`src/isort_pkg.sv`:
```
`default_nettype none
package isort_pkg;

    localparam int DEPTH_DEF      = 32;
    localparam int DATA_WIDTH_DEF = 32;

    // Commands broadcast to every cell of the chain.
    typedef struct packed {
        logic ins;    // insert the broadcast value
        logic shift;  // move every entry one place towards cell 0
    } isort_ctrl_t;

    // Status that one cell hands to its neighbours.
    typedef struct packed {
        logic valid;  // cell holds an entry
        logic gt;     // entry is strictly greater than the broadcast value
    } isort_link_t;

endpackage
`default_nettype wire

```
`src/isort_cell.sv`:
```
`default_nettype none
module isort_cell #(
    parameter int DATA_WIDTH = isort_pkg::DATA_WIDTH_DEF
) (
    input  wire                          aclk,
    input  wire                          aresetn,
    input  wire isort_pkg::isort_ctrl_t  ctrl,
    input  wire logic [DATA_WIDTH-1:0]   ins_value,
    input  wire isort_pkg::isort_link_t  prev_link,
    input  wire logic [DATA_WIDTH-1:0]   prev_value,
    input  wire isort_pkg::isort_link_t  next_link,
    input  wire logic [DATA_WIDTH-1:0]   next_value,
    output isort_pkg::isort_link_t       link,
    output logic [DATA_WIDTH-1:0]        value
);
    import isort_pkg::*;

    logic                  valid_reg;
    logic                  valid_next;
    logic [DATA_WIDTH-1:0] value_reg;
    logic [DATA_WIDTH-1:0] value_next;
    logic                  gt;

    assign gt = valid_reg && ($signed(value_reg) > $signed(ins_value));

    always_comb begin
        valid_next = valid_reg;
        value_next = value_reg;
        if (ctrl.shift) begin
            valid_next = next_link.valid;
            value_next = next_value;
        end else if (ctrl.ins) begin
            // Entries greater than the new value move up one place; the new
            // value lands in the first greater cell or the first free one.
            if (prev_link.gt) begin
                valid_next = 1'b1;
                value_next = prev_value;
            end else if (gt || (!valid_reg && prev_link.valid)) begin
                valid_next = 1'b1;
                value_next = ins_value;
            end
        end
    end

    always_ff @(posedge aclk) begin
        if (!aresetn) begin
            valid_reg <= 1'b0;
        end else begin
            valid_reg <= valid_next;
        end
    end

    always_ff @(posedge aclk) begin
        value_reg <= value_next;
    end

    assign link.valid = valid_reg;
    assign link.gt    = gt;
    assign value      = value_reg;

endmodule
`default_nettype wire

```
`src/insertion_sorter_core.sv`:
```
`default_nettype none
// Batch insertion sorter. Signed values arrive one per item and are inserted
// into a row of DEPTH cells that keeps them in ascending order, equal values
// in arrival order. While a batch is loading, one item is accepted every
// cycle. The item with tlast ends the batch: the chain then shifts its N
// entries out through cell 0, one result per cycle when the output side is
// ready, and no item is accepted until the last result has entered the
// output register. The result marked tlast ends the batch. Values that
// arrive while all cells are full are dropped and tuser is set on every
// result of that batch.
module insertion_sorter_core #(
    parameter int DEPTH      = isort_pkg::DEPTH_DEF,
    parameter int DATA_WIDTH = isort_pkg::DATA_WIDTH_DEF,
    localparam int TDATA_W   = ((DATA_WIDTH + 7) / 8) * 8
) (
    input  wire                       aclk,
    input  wire                       aresetn,
    input  wire                       s_tvalid,
    output logic                      s_tready,
    input  wire logic [TDATA_W-1:0]   s_tdata,   // value
    input  wire                       s_tlast,   // batch_end
    output logic                      m_tvalid,
    input  wire                       m_tready,
    output logic [TDATA_W-1:0]        m_tdata,   // sorted_value
    output logic                      m_tlast,   // final_res
    output logic                      m_tuser    // overflow
);
    import isort_pkg::*;

    localparam logic ST_LOAD  = 1'b0;
    localparam logic ST_DRAIN = 1'b1;

    logic                  state_reg;
    logic                  state_next;
    logic                  dropped_reg;
    logic                  dropped_next;
    logic                  m_valid_reg;
    logic                  m_valid_next;
    logic [DATA_WIDTH-1:0] m_data_reg;
    logic                  m_last_reg;
    logic                  m_user_reg;

    isort_ctrl_t           ctrl;
    isort_link_t           link      [DEPTH];
    logic [DATA_WIDTH-1:0] cell_value[DEPTH];
    logic [DEPTH-1:0]      valid_vec;
    logic [DATA_WIDTH-1:0] in_value;
    logic                  accept;
    logic                  full;
    logic                  pop;
    logic                  pop_last;

    assign in_value  = s_tdata[DATA_WIDTH-1:0];
    assign s_tready  = (state_reg == ST_LOAD);
    assign accept    = s_tvalid && s_tready;
    assign full      = valid_vec[DEPTH-1];
    assign pop       = (state_reg == ST_DRAIN) && (!m_valid_reg || m_tready);
    assign pop_last  = pop && !valid_vec[1];
    assign ctrl.ins   = accept && !full;
    assign ctrl.shift = pop;

    genvar i;
    generate
        for (i = 0; i < DEPTH; i++) begin : g_cell
            isort_link_t           prev_link;
            isort_link_t           next_link;
            logic [DATA_WIDTH-1:0] prev_value;
            logic [DATA_WIDTH-1:0] next_value;

            if (i == 0) begin : g_first
                assign prev_link.valid = 1'b1;
                assign prev_link.gt    = 1'b0;
                assign prev_value      = '0;
            end else begin : g_mid_prev
                assign prev_link  = link[i-1];
                assign prev_value = cell_value[i-1];
            end

            if (i == DEPTH - 1) begin : g_last
                assign next_link.valid = 1'b0;
                assign next_link.gt    = 1'b0;
                assign next_value      = '0;
            end else begin : g_mid_next
                assign next_link  = link[i+1];
                assign next_value = cell_value[i+1];
            end

            isort_cell #(
                .DATA_WIDTH (DATA_WIDTH)
            ) u_cell (
                .aclk       (aclk),
                .aresetn    (aresetn),
                .ctrl       (ctrl),
                .ins_value  (in_value),
                .prev_link  (prev_link),
                .prev_value (prev_value),
                .next_link  (next_link),
                .next_value (next_value),
                .link       (link[i]),
                .value      (cell_value[i])
            );

            assign valid_vec[i] = link[i].valid;
        end
    endgenerate

    always_comb begin
        state_next   = state_reg;
        dropped_next = dropped_reg;
        m_valid_next = m_valid_reg;
        if (m_valid_reg && m_tready) begin
            m_valid_next = 1'b0;
        end
        case (state_reg)
            ST_LOAD: begin
                if (accept) begin
                    if (full) begin
                        dropped_next = 1'b1;
                    end
                    if (s_tlast) begin
                        state_next = ST_DRAIN;
                    end
                end
            end
            ST_DRAIN: begin
                if (pop) begin
                    m_valid_next = 1'b1;
                    if (pop_last) begin
                        state_next   = ST_LOAD;
                        dropped_next = 1'b0;
                    end
                end
            end
            default: begin
                state_next = ST_LOAD;
            end
        endcase
    end

    always_ff @(posedge aclk) begin
        if (!aresetn) begin
            state_reg   <= ST_LOAD;
            dropped_reg <= 1'b0;
            m_valid_reg <= 1'b0;
        end else begin
            state_reg   <= state_next;
            dropped_reg <= dropped_next;
            m_valid_reg <= m_valid_next;
        end
    end

    always_ff @(posedge aclk) begin
        if (pop) begin
            m_data_reg <= cell_value[0];
            m_last_reg <= !valid_vec[1];
            m_user_reg <= dropped_reg;
        end
    end

    assign m_tvalid = m_valid_reg;
    assign m_tdata  = TDATA_W'(m_data_reg);
    assign m_tlast  = m_last_reg;
    assign m_tuser  = m_user_reg;

    // Occupied cells always form an unbroken run starting at cell 0.
    a_contiguous: assert property (@(posedge aclk) disable iff (!aresetn)
        ((valid_vec & (valid_vec + DEPTH'(1))) == '0))
        else $error("occupied cells are not contiguous");

    // A batch being drained is never empty.
    a_drain_nonempty: assert property (@(posedge aclk) disable iff (!aresetn)
        (state_reg == ST_DRAIN) |-> valid_vec[0])
        else $error("drain with empty chain");

    // The item that ends a batch starts the drain.
    a_last_starts_drain: assert property (@(posedge aclk) disable iff (!aresetn)
        (accept && s_tlast) |=> (state_reg == ST_DRAIN))
        else $error("batch end did not start drain");

    // Emitting the final result empties the chain and clears the drop flag.
    a_final_clears: assert property (@(posedge aclk) disable iff (!aresetn)
        pop_last |=> (state_reg == ST_LOAD) && (valid_vec == '0) && !dropped_reg)
        else $error("chain not cleared after final result");

endmodule
`default_nettype wire
```
`config.mk`:
```
export PLATFORM = sky130hd
export DESIGN_NAME = insertion_sorter_core
export DESIGN_NICKNAME = d
export VERILOG_FILES = /design/src/isort_pkg.sv /design/src/isort_cell.sv /design/src/insertion_sorter_core.sv
export SDC_FILE = /design/constraint.sdc
export NUM_CORES = 2
export LEC_CHECK = 0
export BUFFER_PORTS_ARGS = -buffer_cell sky130_fd_sc_hd__buf_2
export CORE_ASPECT_RATIO = 1.75
export CORE_MARGIN = 5
export CORE_UTILIZATION = 44
export CTS_CLUSTER_SIZE = 24
export DETAILED_ROUTE_END_ITERATION = 16
export GPL_ROUTABILITY_DRIVEN = 0
export GPL_TIMING_DRIVEN = 0
export HOLD_SLACK_MARGIN = 0.1
export PLACE_DENSITY_LB_ADDON = 0.12
export SETUP_SLACK_MARGIN = 0.1
export SYNTH_ARGS = -nofsm -noshare
export SYNTH_HDL_FRONTEND = slang
export SYNTH_HIERARCHICAL = 1
export SYNTH_SLANG_ARGS = --single-unit
export TNS_END_PERCENT = 5
```
`constraint.sdc`:
```
create_clock -name aclk -period 14.85 [get_ports aclk]
set_input_delay 2.2275 -clock aclk [delete_from_list [all_inputs] [get_ports aclk]]
set_output_delay 2.2275 -clock aclk [all_outputs]
set_load 0.02 [all_outputs]
```
==> flow_summary.ini <==
[placement]
preCtsSetupSlack_ps = 6830
place.detailed.hpwl_mm = 230
io_buffers = 72
placed_cell_area_mm2 = 0.0877

[clock_network]
post-cts-setup-buffer-count = 0
clockBufferDepth = 3
clock_sink_count = 1093
htree_num_levels = 3
clkSlewWorstSetupHoldPaths_ps = 60
tritoncts_clock_tree = yes
cts_resized = 0
holdBufCountCts = 0
root_buf_cell = clkbuf_16
clock_buffer_count_from_cts = 118
latest_clock_arrival_within_the_worst_skew_pair_ps = 760

[synth]
post_synth.cell_area_avg_um2 = 9.62
syn_inst = 8624
netlist_area_mm2 = 0.0829
yosys_warnings = 6

[timing]
worst-slew-pin-transition_ps = 1460
final_count_of_pins_violating_max_slew = 1
post-route-worst-setup-slack_ps = 7430
min_period_ps = 7420
timing.clock.skew_ps = 36.7
hold_viol_final = 0
period_share = 0.499
setup_viol = 0
final.hold.worst_slack_ps = 432
slew_headroom = -0.000164
setup_repair_after_global_routing_missed_its_margin = no
totalNegativeSetupSlack_ps = 0
clock.fmax_mhz = 135

[global_routing]
first_global_vias = 70300
grt_first_pass_wirelength_mm = 407
track_usage = 0.272
grt_start_max_net_pins = 66
grt_antenna_before_repair = 1
grt_remaining_overflow = 0

[run_status]
outcome = finished with violations
violations = capacitance limit, slew limit

[pwr]
power_density_mw_per_mm2 = 118
power.leakage_nw = 37.1
fin_total_pwr_mw = 10.9
irDropWorstVdd_mv = 0.106

[die]
pin_count = 73
area_of_the_die_mm2 = 0.198
placementRows = 210
fp.dieH_um = 584
core_box_area_mm2 = 0.187
die_width_um = 338
initial_utilization = 0.443

[setup_path]
critPathArrivalTime_ps = 7870
timing_worst_setup_path_type = primary input to register
reg2reg_end = g_cell[25].u_cell/value[7]
reg2reg_setup_slack_ps = 9600
cp-start-kind = primary input
critPathCaptureType = register
critPathMaxFanout = 64
timing.critical_path.from = s_tdata[31]
critical_path_required_ps = 15310
cells_on_worst_reg2reg_path = 14
worst_setup_path_endpoint = g_cell[25].u_cell/value[7]
r2r_start = g_cell[24].u_cell/value[31]

[cells_and_area]
fillCellCount = 17800
synthToLayoutAreaGrowth_pct = 10.4
layout.cell_area.non_filler_mm2 = 0.0916
drive_above_1_share = 0.0774
max_reg_flops = 1024
layout.nets = 10100

[detailed_routing]
remaining_drc_errors = 0
wire_per_inst_um = 24.4
postRouteAntennaNets = 0
postRouteWirelength_mm = 282
detailedRoute.firstPassIterationCount = 6
via_count = 66500
detailedRoute.firstIterationViolations = 3649
post_drt_via_cell_ratio = 5.75

[flow_run]
maxCapViolations = 2

[min_path]
hold_path.class = register to register
[power breakdown]
part / switching, mW / leakage, nW / total, mW / internal (mW)
sequential: 0.430 / 10.2 / 4.55 / 4.12
clock: 1.34 / 1.91 / 3.08 / 1.74
combinational: 2.04 / 24.9 / 3.22 / 1.18
total: 3.81 / 37.1 / 10.9 / 7.04
[layout by cell type (no fill, tap or decap), types with 16 or more instances in the layout]
| master | count |
|---|---|
| a21oi_1 | 448 |
| bufinv_16 | 16 |
| a32oi_1 | 32 |
| a31oi_2 | 32 |
| o211ai_1 | 64 |
| nand4_1 | 224 |
| nor3_1 | 32 |
| and3_1 | 32 |
| edfxtp_1 | 1058 |
| nand4_2 | 32 |
| conb_1 | 67 |
| nor2b_1 | 63 |
| a2111oi_0 | 32 |
| nand3_1 | 192 |
| a21o_1 | 128 |
| nor2_1 | 64 |
| a221o_1 | 32 |
| clkbuf_16 | 118 |
| buf_2 | 164 |
| ha_1 | 1024 |
| and2b_2 | 32 |
| o31a_2 | 32 |
| nand2_1 | 1188 |
| clkinv_2 | 32 |
| a211oi_1 | 32 |
| mux2i_1 | 1024 |
| nand4bb_1 | 31 |
| o21ai_0 | 1151 |
| a221oi_1 | 32 |
| nor4_4 | 32 |
| clkbuf_1 | 271 |
| buf_4 | 184 |
| dfxtp_1 | 35 |
| clkinv_1 | 25 |
| inv_1 | 1089 |
| nor3b_1 | 30 |
[layout make-up]
type / instances / area (µm²) / share of cell area
clock buffer: 136 / 3050 / 0.0333
timing repair buffer: 203 / 1480 / 0.0161
tap: 2438 / 3050 / 0.0333
inverter: 1090 / 4090 / 0.0447
multi-input combinational: 6091 / 44700 / 0.488
antenna: 1 / 2.50 / 0.0000273
clock inverter: 80 / 802 / 0.00876
buffer: 415 / 1910 / 0.0209
sequential: 1093 / 32500 / 0.355
[worst max-delay path, stage by stage]
cell and delay, ps:
buf_2 960, inv_1 110, ha_1 470, nand4_2 260
nor3_1 90, a221oi_1 480, nor3b_1 1010, nand4bb_1 190
o21ai_0 140, buf_4 130, clkbuf_1 540, a21o_1 140
a21oi_1 90, o211ai_1 500, buf_6 260, buf_4 210
[routing by layer]
| metal | vias to the layer above | global-route usage | wire [µm] |
|---|---|---|---|
| met5 | - | 0 | 0 |
| met4 | 0 | 0.315 | 39200 |
| met3 | 1142 | 0.0232 | 6550 |
| met2 | 1774 | 0.563 | 159000 |
| met1 | 31700 | 0.190 | 77300 |
| li1 | 31900 | - | - |
[how the worst min path moves through the flow]
stage / cells after the start / to / from
finish: 0 / m_tuser / dropped_reg
floorplan: 0 / m_tuser / dropped_reg
CTS: 0 / m_tuser / dropped_reg
global placement: 0 / m_tuser / dropped_reg
global route: 0 / m_tuser / dropped_reg
detailed placement: 0 / m_tuser / dropped_reg
[per-stage QoR]
stage | utilization | cells
finish | 0.489 | 11500
global route | 0.489 | 11500
CTS | 0.489 | 11500
detailed placement | 0.468 | 11300
global placement | 0.462 | 11200
floorplan | - | 8689
Note: power is estimated with default switching activity, not from simulation.
